### config.mk
export PLATFORM = sky130hd
export DESIGN_NAME = button_click_hold_classifier_unit_flat
export DESIGN_NICKNAME = d
export VERILOG_FILES = /design/src/design/bccu_pkg.sv /design/src/design/bccu_if.sv /design/src/design/bccu_out_buf.sv /design/src/design/button_click_hold_classifier_unit.sv /design/src/flat_wrapper.sv
export SDC_FILE = /design/constraint.sdc
export NUM_CORES = 1
export LEC_CHECK = 0
export BUFFER_PORTS_ARGS = -buffer_cell sky130_fd_sc_hd__buf_4
export CAP_MARGIN = 30
export CORE_UTILIZATION = 50
export CTS_CLUSTER_DIAMETER = 40
export DETAILED_ROUTE_END_ITERATION = 12
export MAX_ROUTING_LAYER = met4
export PLACE_DENSITY = 0.74
export SLEW_MARGIN = 20
export SYNTH_ARGS = -nofsm -noshare
export SYNTH_HDL_FRONTEND = slang
export SYNTH_SLANG_ARGS = --single-unit
### constraint.sdc
create_clock -name i_clk -period 5.7 [get_ports i_clk]
set_input_delay 0.855 -clock i_clk [delete_from_list [all_inputs] [get_ports i_clk]]
set_output_delay 0.855 -clock i_clk [all_outputs]
set_load 0.1 [all_outputs]
### src/design/bccu_pkg.sv
// Package: shared types, constants and helpers for the button click/hold classifier.
`timescale 1ns / 1ps
package bccu_pkg;

    localparam int CntW = 8;
    localparam int CfgIdxW = 2;
    localparam int CfgDataW = 8;

    localparam logic [CntW-1:0] CntMax = {CntW{1'b1}};

    localparam logic [CntW-1:0] ShortHoldLimitRst = CntW'(7);
    localparam logic [CntW-1:0] LongHoldLimitRst  = CntW'(10);
    localparam logic [CntW-1:0] ReleaseTimeoutRst = CntW'(5);

    typedef enum logic [CfgIdxW-1:0] {
        CFG_SHORT_HOLD_LIMIT = 2'd0,
        CFG_LONG_HOLD_LIMIT  = 2'd1,
        CFG_RELEASE_TIMEOUT  = 2'd2
    } t_cfg_idx;

    typedef struct packed {
        logic            event_valid;
        logic            long_press;
        logic [CntW-1:0] click_count;
    } t_result;

    function automatic logic [CntW-1:0] sat_inc(input logic [CntW-1:0] v);
        sat_inc = (v == CntMax) ? v : v + CntW'(1);
    endfunction

endpackage

### src/design/bccu_if.sv
// Interfaces: input level channel and result channel.
`timescale 1ns / 1ps
interface bccu_in_if;
    logic valid;
    logic ready;
    logic button_level;

    modport source (output valid, output button_level, input ready);
    modport sink (input valid, input button_level, output ready);
endinterface

interface bccu_out_if;
    logic                      valid;
    logic                      ready;
    logic                      event_valid;
    logic                      long_press;
    logic [bccu_pkg::CntW-1:0] click_count;

    modport source (output valid, output event_valid, output long_press,
                    output click_count, input ready);
    modport sink (input valid, input event_valid, input long_press,
                  input click_count, output ready);
endinterface

### src/design/bccu_out_buf.sv
// Two-entry result buffer: output register plus skid register.
`timescale 1ns / 1ps
module bccu_out_buf (
    input  logic              i_clk,
    input  logic              i_rst_n,
    input  logic              i_push,
    input  bccu_pkg::t_result i_data,
    output logic              o_ready,
    output logic              o_valid,
    output bccu_pkg::t_result o_data,
    input  logic              i_pop_ready
);

    logic              r_v0, n_v0;
    logic              r_v1, n_v1;
    bccu_pkg::t_result r_d0, n_d0;
    bccu_pkg::t_result r_d1, n_d1;
    logic              w_push;
    logic              w_pop;

    assign o_ready = !r_v1;
    assign o_valid = r_v0;
    assign o_data  = r_d0;
    assign w_push  = i_push && !r_v1;
    assign w_pop   = r_v0 && i_pop_ready;

    always_comb begin
        n_v0 = r_v0;
        n_v1 = r_v1;
        n_d0 = r_d0;
        n_d1 = r_d1;
        if (!r_v0 || w_pop) begin
            if (r_v1) begin
                n_v0 = 1'b1;
                n_d0 = r_d1;
                n_v1 = 1'b0;
            end else begin
                n_v0 = w_push;
                n_d0 = i_data;
            end
        end else if (w_push) begin
            n_v1 = 1'b1;
            n_d1 = i_data;
        end
    end

    always_ff @(posedge i_clk) begin
        if (!i_rst_n) begin
            r_v0 <= 1'b0;
            r_v1 <= 1'b0;
        end else begin
            r_v0 <= n_v0;
            r_v1 <= n_v1;
        end
        r_d0 <= n_d0;
        r_d1 <= n_d1;
    end

endmodule

### src/design/button_click_hold_classifier_unit.sv
// Top level: button click / long-press classifier with config port and output buffer.
// Each item's result is registered in the output buffer (output or skid register).
// Throughput: one item per cycle unless the buffer is full; state update is one pass.
// A two-entry output buffer keeps input accepts going while one result waits.
// Reset (synchronous, active low) restores the default limits, clears all counters,
// sets the previous level to released and empties the output buffer.
`timescale 1ns / 1ps
module button_click_hold_classifier_unit (
    input  logic                          i_clk,
    input  logic                          i_rst_n,
    input  logic                          i_cfg_we,
    input  logic [bccu_pkg::CfgIdxW-1:0]  i_cfg_idx,
    input  logic [bccu_pkg::CfgDataW-1:0] i_cfg_data,
    bccu_in_if.sink                       i_in,
    bccu_out_if.source                    o_out
);

    localparam int W = bccu_pkg::CntW;

    logic [W-1:0] r_short_lim;
    logic [W-1:0] r_long_lim;
    logic [W-1:0] r_rel_to;

    logic         r_prev_level, n_prev_level;
    logic [W-1:0] r_press_cnt,  n_press_cnt;
    logic [W-1:0] r_hold_cnt,   n_hold_cnt;
    logic [W-1:0] r_rel_cnt,    n_rel_cnt;
    logic         r_click_pend, n_click_pend;

    logic              w_accept;
    logic              w_ready;
    logic              w_event;
    logic              w_long;
    bccu_pkg::t_result w_res;
    bccu_pkg::t_result w_out;

    assign i_in.ready = w_ready;
    assign w_accept   = i_in.valid && w_ready;

    always_ff @(posedge i_clk) begin
        if (!i_rst_n) begin
            r_short_lim <= bccu_pkg::ShortHoldLimitRst;
            r_long_lim  <= bccu_pkg::LongHoldLimitRst;
            r_rel_to    <= bccu_pkg::ReleaseTimeoutRst;
        end else if (i_cfg_we) begin
            unique case (bccu_pkg::t_cfg_idx'(i_cfg_idx))
                bccu_pkg::CFG_SHORT_HOLD_LIMIT: r_short_lim <= i_cfg_data[W-1:0];
                bccu_pkg::CFG_LONG_HOLD_LIMIT:  r_long_lim  <= i_cfg_data[W-1:0];
                bccu_pkg::CFG_RELEASE_TIMEOUT:  r_rel_to    <= i_cfg_data[W-1:0];
                default: ;
            endcase
        end
    end

    always_comb begin
        n_prev_level = i_in.button_level;
        n_press_cnt  = r_press_cnt;
        n_hold_cnt   = r_hold_cnt;
        n_rel_cnt    = r_rel_cnt;
        n_click_pend = r_click_pend;
        w_event      = 1'b0;
        w_long       = 1'b0;
        if (!i_in.button_level) begin
            if (r_prev_level) begin
                n_press_cnt = bccu_pkg::sat_inc(r_press_cnt);
            end
            if (r_hold_cnt < r_short_lim) begin
                n_click_pend = 1'b1;
            end else if (r_hold_cnt > r_long_lim) begin
                w_event      = 1'b1;
                w_long       = 1'b1;
                n_click_pend = 1'b0;
                n_press_cnt  = '0;
            end
            n_rel_cnt  = '0;
            n_hold_cnt = bccu_pkg::sat_inc(r_hold_cnt);
        end else begin
            if (r_rel_cnt >= r_rel_to && r_click_pend) begin
                w_event      = 1'b1;
                n_click_pend = 1'b0;
            end
            n_hold_cnt = '0;
        end
        if (n_click_pend) begin
            n_rel_cnt = bccu_pkg::sat_inc(n_rel_cnt);
        end
        w_res.event_valid = w_event;
        w_res.long_press  = w_long;
        w_res.click_count = (w_event && !w_long) ? n_press_cnt : '0;
        if (w_event) begin
            n_press_cnt = '0;
            n_rel_cnt   = '0;
        end
    end

    always_ff @(posedge i_clk) begin
        if (!i_rst_n) begin
            r_prev_level <= 1'b1;
            r_press_cnt  <= '0;
            r_hold_cnt   <= '0;
            r_rel_cnt    <= '0;
            r_click_pend <= 1'b0;
        end else if (w_accept) begin
            r_prev_level <= n_prev_level;
            r_press_cnt  <= n_press_cnt;
            r_hold_cnt   <= n_hold_cnt;
            r_rel_cnt    <= n_rel_cnt;
            r_click_pend <= n_click_pend;
        end
    end

    bccu_out_buf u_out_buf (
        .i_clk       (i_clk),
        .i_rst_n     (i_rst_n),
        .i_push      (i_in.valid),
        .i_data      (w_res),
        .o_ready     (w_ready),
        .o_valid     (o_out.valid),
        .o_data      (w_out),
        .i_pop_ready (o_out.ready)
    );

    assign o_out.event_valid = w_out.event_valid;
    assign o_out.long_press  = w_out.long_press;
    assign o_out.click_count = w_out.click_count;

endmodule

### src/flat_wrapper.sv
// flat-port wrapper written by rule: the top's interface ports become plain ports
module button_click_hold_classifier_unit_flat 
  (i_clk, i_rst_n, i_cfg_we, i_cfg_idx, i_cfg_data, i_in_valid, i_in_button_level, i_in_ready, o_out_valid, o_out_event_valid, o_out_long_press, o_out_click_count, o_out_ready);
  bccu_in_if i_in_i ();
  bccu_out_if o_out_i ();
  input  logic i_clk;
  input  logic i_rst_n;
  input  logic i_cfg_we;
  input  logic [bccu_pkg::CfgIdxW-1:0] i_cfg_idx;
  input  logic [bccu_pkg::CfgDataW-1:0] i_cfg_data;
  input wire logic [$bits(i_in_i.valid)-1:0] i_in_valid;
  input wire logic [$bits(i_in_i.button_level)-1:0] i_in_button_level;
  output wire logic [$bits(i_in_i.ready)-1:0] i_in_ready;
  output wire logic [$bits(o_out_i.valid)-1:0] o_out_valid;
  output wire logic [$bits(o_out_i.event_valid)-1:0] o_out_event_valid;
  output wire logic [$bits(o_out_i.long_press)-1:0] o_out_long_press;
  output wire logic [$bits(o_out_i.click_count)-1:0] o_out_click_count;
  input wire logic [$bits(o_out_i.ready)-1:0] o_out_ready;
  assign i_in_i.valid = i_in_valid;
  assign i_in_i.button_level = i_in_button_level;
  assign i_in_ready = i_in_i.ready;
  assign o_out_valid = o_out_i.valid;
  assign o_out_event_valid = o_out_i.event_valid;
  assign o_out_long_press = o_out_i.long_press;
  assign o_out_click_count = o_out_i.click_count;
  assign o_out_i.ready = o_out_ready;
  button_click_hold_classifier_unit u_core (.i_clk(i_clk), .i_rst_n(i_rst_n), .i_cfg_we(i_cfg_we), .i_cfg_idx(i_cfg_idx), .i_cfg_data(i_cfg_data), .i_in(i_in_i), .o_out(o_out_i));
endmodule
# Word level (Yosys, flattened, before mapping)
# Index checks and enable logic that the tools add are counted.
# word_totals
regBits,72
word_cells,69
# classes
addsub,3
n_lt_le_gt_ge,3
n_eq_ne,6
muxes,24
n_bitwise,2
reduce_logical,15
# op_table
op,n
$mux W8,13
$add A8 B1 Y8 const B,3
$eq A8 B8 Y1 const B,3
$mux W1,10
$mux W10,1
$reduce_and A2 Y1,5
$ge A8 B8 Y1,1
$gt A8 B8 Y1,1
$lt A8 B8 Y1,1
$logic_and A1 B1 Y1,4
$logic_not A1 Y1,3
$eq A2 B1 Y1 const B,1
$eq A2 B2 Y1 const B,1
$logic_not A2 Y1,1
$ne A2 B2 Y1 const B,1
$not A1 Y1,2
$reduce_or A2 Y1,1
$logic_or A1 B1 Y1,1

# Logic depth before layout (Yosys ltp)
# Gate-level depths: netlist of run 1.
# logic_depth
ltp_word,8
mapped_depth,10
mapped_depth_nobuf,9

# By module
# From an unflattened synthesis of run 1, not the netlist that was laid out.
# hier_totals
hier_cells,406
area_unflattened_um2,3867.5
# modules_own_cells
mod,instances,cells_each,area_per_inst_um2,seq_area_each_um2
button_click_hold_classifier_unit,1,367,3059.2,1001.0
bccu_out_buf,1,39,808.3,640.6

# Least setup slack after synthesis of run 1
# No wires, ideal clock.
# synth_timing
path_kind,in2reg
startpoint,input i_in_button_level
endpoint,register u_core.r_rel_cnt[4]
t_arrival_ns,2.492
required_ns,5.565
setup_slack_ns,3.073
cell_stages,9
n_path_buf,1
path_cell_list,inv_1 clkbuf_1 nor2_1 ha_1 and4_1 nand2_1 nand3_1 o311ai_0 o41ai_1
# synth_via
elab_chain_len,5
# synth_rtl
item,line,source
"start, declared",flat_wrapper.sv:12,input wire logic [$bits(i_in_i.button_level)-1:0] i_in_button_level;
$mux W8,button_click_hold_classifier_unit.sv:63,if (!i_in.button_level) begin
$add A8 B1 Y8 or $eq A8 B8 Y1 (tied branches),bccu_pkg.sv:28,sat_inc = (v == CntMax) ? v : v + CntW'(1);
$mux W8,bccu_pkg.sv:28,
$mux W8,button_click_hold_classifier_unit.sv:84,if (n_click_pend) begin
$mux W8 *,button_click_hold_classifier_unit.sv:90,if (w_event) begin
"end signal, assigned",button_click_hold_classifier_unit.sv:107,r_rel_cnt <= n_rel_cnt;
"end, declared",button_click_hold_classifier_unit.sv:27,"logic [W-1:0] r_rel_cnt, n_rel_cnt;"
# Every way passes the cells marked *; elsewhere a longest branch is shown, timed or not.
# A chain may end at the register's enable or synchronous reset.

==> results of run 1 <==
## path summary, 6_finish.rpt
| check | start | endpoint | slack [ps] |
|---|---|---|---|
| max | u_core.r_rel_cnt[0]$_SDFFE_PN0P_ | u_core.u_out_buf.o_data[9]$_DFFE_PP_ | 2910 |
| min | u_core.r_rel_to[7]$_SDFFE_PN0P_ | u_core.r_rel_to[7]$_SDFFE_PN0P_ | 500 |
| max reg2reg | u_core.r_rel_cnt[0]$_SDFFE_PN0P_ | u_core.u_out_buf.o_data[9]$_DFFE_PP_ | 2910 |
| min reg2reg | u_core.r_rel_to[7]$_SDFFE_PN0P_ | u_core.r_rel_to[7]$_SDFFE_PN0P_ | 500 |
## cell type report
cell class	count	area share
timing repair buffer	29	0.0493
clock buffer	10	0.0289
inverter	34	0.0301
sequential	72	0.372
clock inverter	6	0.0193
multi-input combinational	309	0.472
tap	99	0.0281
## cell usage after synthesis (all sizes together), types with 4 or more instances
cell    instances
and2           10
o31ai           8
edfxtp         20
mux2            6
a21oi          23
inv            34
o21ai          21
o311ai          4
nor2           51
buf             4
nand2          38
clkbuf         11
a31oi           6
nand2b          4
nand3          13
dfxtp          52
nor3           10
mux2i          15
o211ai          5
ha             26
a21o            6
nand4          11
## worst min-delay path, cell delays in order (launching register included)
cell and delay [ps]:
dfxtp_1 330, mux2i_1 70, nor2_1 70
## power breakdown
| part | switching [mW] | internal [mW] |
|---|---|---|
| combinational | 0.0952 | 0.0413 |
| clock | 0.192 | 0.245 |
| sequential | 0.0108 | 0.540 |
| total | 0.298 | 0.827 |
## placed cells by master, fill, tap and decap left out, types with 9 or more instances in the layout
cell type  instances
ha_1              26
buf_4             29
nand2_1           38
edfxtp_1          20
nand3_1           11
and2_1            10
mux2i_1           15
dfxtp_1           52
nor3_1            10
a21oi_1           23
nand4_1           11
nor2_1            51
clkbuf_8           9
inv_1             32
o21ai_0           19
## through the flow
stage          area (µm²)  std cells  hold WS, ps   util
6_report             4410        559          498  0.596
5_1_grt              4410        559          520  0.596
4_1_cts              4410        559          503  0.596
3_5_place_dp         4200        543          483  0.567
3_3_place_gp         4200        543          467  0.567
2_1_floorplan        3920        430          443      -
## flip-flops by register name, indices dropped and copies added, names as in the netlist
name,count
u_core.u_out_buf.o_data,10
u_core.u_out_buf.r_d1,10
u_core.r_hold_cnt,8
u_core.r_long_lim,8
u_core.r_press_cnt,8
u_core.r_rel_cnt,8
u_core.r_rel_to,8
u_core.r_short_lim,8
u_core.r_click_pend,1
u_core.r_prev_level,1
u_core.u_out_buf.o_valid,1
u_core.u_out_buf.r_v1,1
## cell families after synthesis
group,after synthesis
compound gates,100
xor+xnor,4
fa+ha+maj,26
buf+inv,49
flops,72
mux,21
simple gates,158
## metal layers
metal	wire, µm	vias up
li1	-	1613
met1	3880	1545
met2	4210	74
met3	377	4
met4	52	0
met5	0	-
==> run metrics, run 1 <==
status complete, no violations; CTS tree yes; adder-cell area share of the yosys netlist 0.0830; largest stage delay on the critical path 490 ps; Worst EP arrival 2900 ps; R2R depth 8; fillers 664; Tot Pwr 1.12 mW; ys flop type dfxtp_1; met3 GRT Util 0.0505; Setup CP Type flip-flop to flip-flop; Crit path depth 8; post-cts resize count 0; Final #Nets 497; fin. max-slew vios 0; placer congestion estimate 0.897; die area 8200 µm²; vias in the first global route 2981; wire per inst 15.2 µm; largest net degree at the start of global routing 30; pre-CTS WS 2730 ps; crit end category flip-flop; core area 7410 µm²; Clock Tree Buf Depth 2; die width 90.5 µm; Setup TNS 0 ps; CTS sink count 72; Synth Instances 430; Peak VDD IR 0.128 mV; Worst Path Max Fanout 13; Synth Area in Simple Gates 0.197; CP cell instances inv_1, ha_1, nand2b_1, a2111o_1, a31o_2, nand3_2, nand2_1, mux2_2; Routed Antenna Nets 0; row count 31; Post-CTS Setup Bufs 0; GR Util All Layers 0.224; gr ovfl total 0; MaxCap Viol Count 0; FF+latch area 1640 µm²; worst hold path type flip-flop to flip-flop; syn nets 472; Ant. Diodes 0; delay-heaviest family, CP compound AO/OA/AOI/OAI gates; first-pass GRT wire length 14300 µm; vias per cell 5.79; number of flops mapped to enable cells by yosys 20; Avg Inst Size Synth 9.11 µm²; gr busiest metal met2; footprint of the multi-input gates 2080 µm²; largest family of logic cells by synthesized area simple AND/OR/NAND/NOR gates; Final Skew 8.55 ps; PnR worst setup slack 2910 ps; Synth Register Bits 72; Max H-tree Level 3; final setup fails 0; io pins 28; Worst Tran Pin Value 911 ps; Residual DRC 0; Clock Root Buffer clkbuf_8; initial antenna violation count 0; P_leak 1.84 nW; met2 Use GR 0.366; grt met1 use 0.282; initial DRC count 225; Seq/Total Area, Yosys 0.419; I/O Buffers 27; Hold Violations, Final 0; Syn Std Cell Area 3920 µm²; Die H 90.5 µm; sum of buffers and inverters on the critical path 1; clk slew on worst S/H paths 80 ps; RSZ-0062 raised after global routing false; Compound-Gate Fraction of Synth Area 0.187; Async SR Flop Fraction 0; Ys Warns 0; Hold Path Cell Cnt 2; area leader, netlist dfxtp_1; Pwr per Cell Area 255 nW/µm²; Initial Utilization 0.529; fmax 358 MHz; layout cells sized above 1 0.135; Rel. slew slack 0.392; Yosys cell types 63; via count 3236; Skew-Pair Late Insertion Delay 350 ps; crit share post-route 0.490; Post-DP HPWL 6260 µm; first-pass iteration count of the detailed router 4; Detailed Route WL 8520 µm; required time of the critical path 5810 ps; Synth area leaders dfxtp_1 (27%), edfxtp_1 (15%), ha_1 (8.3%); Critical-path top delay cell a2111o_1; Area Overhead vs Synth 12.6%; Setup crit start kind flip-flop; Synth Area in XOR/XNOR 0.00894; Final Critical Period 2790 ps; cts bufs inserted 9; top cell type's share of synthesized area 0.266; number of hold buffers added after CTS 0; mux contribution to synthesized area 0.0556
Power figures use the tool's default switching activity.
==> inputs of run 2 (changes only) <==
--- a/config.mk
+++ b/config.mk
@@ -5,13 +5,14 @@
 export SDC_FILE = /design/constraint.sdc
 export NUM_CORES = 1
 export LEC_CHECK = 0
+export ABC_AREA = 1
 export BUFFER_PORTS_ARGS = -buffer_cell sky130_fd_sc_hd__buf_4
 export CAP_MARGIN = 30
 export CORE_UTILIZATION = 50
 export CTS_CLUSTER_DIAMETER = 40
 export DETAILED_ROUTE_END_ITERATION = 12
 export MAX_ROUTING_LAYER = met4
-export PLACE_DENSITY = 0.74
+export PLACE_DENSITY = 0.77
 export SLEW_MARGIN = 20
 export SYNTH_ARGS = -nofsm -noshare
 export SYNTH_HDL_FRONTEND = slang
==> constraint.sdc (replaced) <==
create_clock -name i_clk -period 2.35 [get_ports i_clk]
set_input_delay 0.3525 -clock i_clk [delete_from_list [all_inputs] [get_ports i_clk]]
set_output_delay 0.3525 -clock i_clk [all_outputs]
set_load 0.1 [all_outputs]
==> run 2 against run 1 <==
  * Clock power up 150%
  * Critical path depth up 6
  * Synthesized area rose by 2.0%
  * Largest power group unchanged
  * Critical path type unchanged
  * Via count is 6.8% higher
  * Highest routed layer unchanged
  * Cell area up 2.1%
  * Non-clock buffer count grew 3
==> run metrics, run 2 <==
status complete, no violations; CTS tree yes; Setup crit start kind flip-flop; Synth Register Bits 72 (unchanged); Rel. slew slack 0.492 (+0.100); Area Overhead vs Synth 12.6% (about the same); post-cts resize count 0 (unchanged); Worst Path Max Fanout 7 (-6); fmax 486 MHz (+36%); Compound-Gate Fraction of Synth Area 0.141 (-0.0463); Seq/Total Area, Yosys 0.411 (-0.00839); Ys Warns 0 (unchanged); io pins 28 (unchanged); final setup fails 0 (unchanged); Setup TNS 0 ps (unchanged); Avg Inst Size Synth 7.75 µm² (-15%); top cell type's share of synthesized area 0.260 (-0.00532); largest net degree at the start of global routing 29 (-3.3%); CTS sink count 72 (unchanged); Synth Area in Simple Gates 0.256 (+0.0593); P_leak 1.95 nW (+6.5%); fin util 0.583 (-0.0126); Die H 91.4 µm (+0.99%); via count 3456 (+6.8%); ys flop type dfxtp_1; Clock Root Buffer clkbuf_8; syn nets 558 (+18%); Max H-tree Level 3 (unchanged); Critical-path top delay cell dfxtp_1; Post-CTS Setup Bufs 0 (unchanged); most used cell, CP nand2_1; core area 7730 µm² (+4.3%); largest family of logic cells by synthesized area simple AND/OR/NAND/NOR gates; worst hold path type primary input to flip-flop; Post-DP HPWL 6200 µm (-0.96%); crit share post-route 0.876 (+0.386); Peak VDD IR 0.405 mV (+220%); Final Critical Period 2060 ps (-735 ps); Tot Pwr 2.87 mW (+150%); fillers 720 (+8.4%); clk slew on worst S/H paths 80 ps (about the same); largest stage delay on the critical path 370 ps (-120 ps); number of hold buffers added after CTS 0 (unchanged); first-pass GRT wire length 15100 µm (+5.1%); number of flops mapped to enable cells by yosys 20 (unchanged); Setup CP Type flip-flop to flip-flop; I/O Buffers 27 (unchanged); Clock Tree Buf Depth 2 (unchanged); Async SR Flop Fraction 0 (unchanged); initial DRC count 125 (-44%); mux contribution to synthesized area 0 (-0.0556); placer congestion estimate 0.926 (+3.1%); row count 32 (+3.2%); Pwr per Cell Area 636 nW/µm² (+150%); Detailed Route WL 8590 µm (+0.80%); Worst Tran Pin Value 761 ps (-150 ps); Routed Antenna Nets 0 (unchanged); vias in the first global route 3320 (+11%); gr ovfl total 0 (unchanged); Synth area leaders dfxtp_1 (26%), edfxtp_1 (15%), nand2_1 (11%); Worst EP arrival 2170 ps (-730 ps); Initial Utilization 0.517 (-0.0115); die width 91.4 µm (+0.99%); die area 8360 µm² (+2.0%); initial antenna violation count 0 (unchanged); MaxCap Viol Count 0 (unchanged); cts bufs inserted 9 (unchanged); first-pass iteration count of the detailed router 4 (unchanged); Ant. Diodes 0 (unchanged); Hold Slack 235 ps (-263 ps); Residual DRC 0 (unchanged); Yosys cell types 35 (-44%); RSZ-0062 raised after global routing false; Syn Std Cell Area 4000 µm² (+2.0%); Skew-Pair Late Insertion Delay 350 ps (about the same); Hold Violations, Final 0 (unchanged); Final #Nets 585 (+18%); required time of the critical path 2460 ps (-3350 ps); GR Util All Layers 0.231 (+0.00685); adder-cell area share of the yosys netlist 0.0814 (-0.00166); fin. max-slew vios 0 (unchanged); commonest non-fill, non-tap cell in the layout nand2_1; most frequent cells in the layout nand2_1 (116), inv_1 (64), a21oi_1 (52), dfxtp_1 (52), buf_4 (32); layout cells sized above 1 0.150 (+0.0149); vias per cell 5.32 (-8.2%); wire per inst 13.2 µm (-13%); Synth Area in XOR/XNOR 0.0175 (+0.00858); CP cell instances ha_1, nand2_1, inv_2, nand2_1, nand2_1, nand2_1, nand2_1, nand3_2, nor2_4, inv_4, nand2_8, nor2_4, nand2_1, nand2_1; Synth top cells by count nand2_1 (116), inv_1 (64), a21oi_1 (52), dfxtp_1 (52), nand3_1 (29); Synth Instances 516 (+20%); crit end category flip-flop; area leader, netlist dfxtp_1; Final Skew 7.33 ps (-1.22 ps); top-count cell post-synth nand2_1
==> run 2: worst paths after layout <==
path	end	startpoint	depth (start not counted)	slack, ps
worst min-delay path	u_core.r_rel_to[0]$_SDFFE_PN1P_	i_cfg_data[0]	3	240
worst max-delay path	u_core.u_out_buf.o_data[6]$_DFFE_PP_	u_core.r_hold_cnt[2]$_SDFFE_PN0P_	14	290
worst max register to register	u_core.u_out_buf.o_data[6]$_DFFE_PP_	u_core.r_hold_cnt[2]$_SDFFE_PN0P_	14	290
worst min register to register	u_core.r_long_lim[6]$_SDFFE_PN0P_	u_core.r_long_lim[6]$_SDFFE_PN0P_	2	470
==> run 2: final cells by class <==
class | count | area [µm²] | area share
multi-input cells | 352 | 1980 | 0.440
flip-flops and latches | 72 | 1640 | 0.364
inverters | 76 | 293 | 0.0650
repair buffers | 32 | 240 | 0.0533
well taps | 102 | 128 | 0.0283
clock buffers | 9 | 124 | 0.0275
clock inverters | 7 | 95.1 | 0.0211
==> run 2: report_power, final <==
group / switching (mW) / total, mW / internal [mW]
combinational: 0.300 / 0.423 / 0.123
clock: 0.491 / 1.09 / 0.597
sequential: 0.0295 / 1.35 / 1.32
total: 0.820 / 2.87 / 2.05
==> run 2: critical path, delay by kind of cell (launching register included) <==
family	cells	cell delay, ps
flops	1	370
fa+ha+maj	1	310
buf+inv	2	140
simple gates	11	990
==> run 2: stage by stage <==
stage / instance area (µm²) / worst slack, ps / instances
global placement: 4290 / 370 / 634
global route: 4500 / 39.1 / 650
CTS: 4500 / 299 / 650
floorplan: 4000 / 168 / 516
detailed placement: 4290 / 322 / 634
finish: 4500 / 291 / 650
==> run 2: cell families after synthesis <==
| family | count (synthesis) |
|---|---|
| buf+inv | 92 |
| compound gates | 103 |
| flops | 72 |
| simple gates | 215 |
| xor+xnor | 8 |
| fa+ha+maj | 26 |
==> run 2: routing by layer <==
layer / vias up / share of wire / GRT usage
met5: - / 0 / -
li1: 1765 / - / -
met1: 1590 / 0.45 / 0.276
met4: 0 / 0.025 / 0.0952
met2: 82 / 0.49 / 0.379
met3: 19 / 0.035 / 0.0477
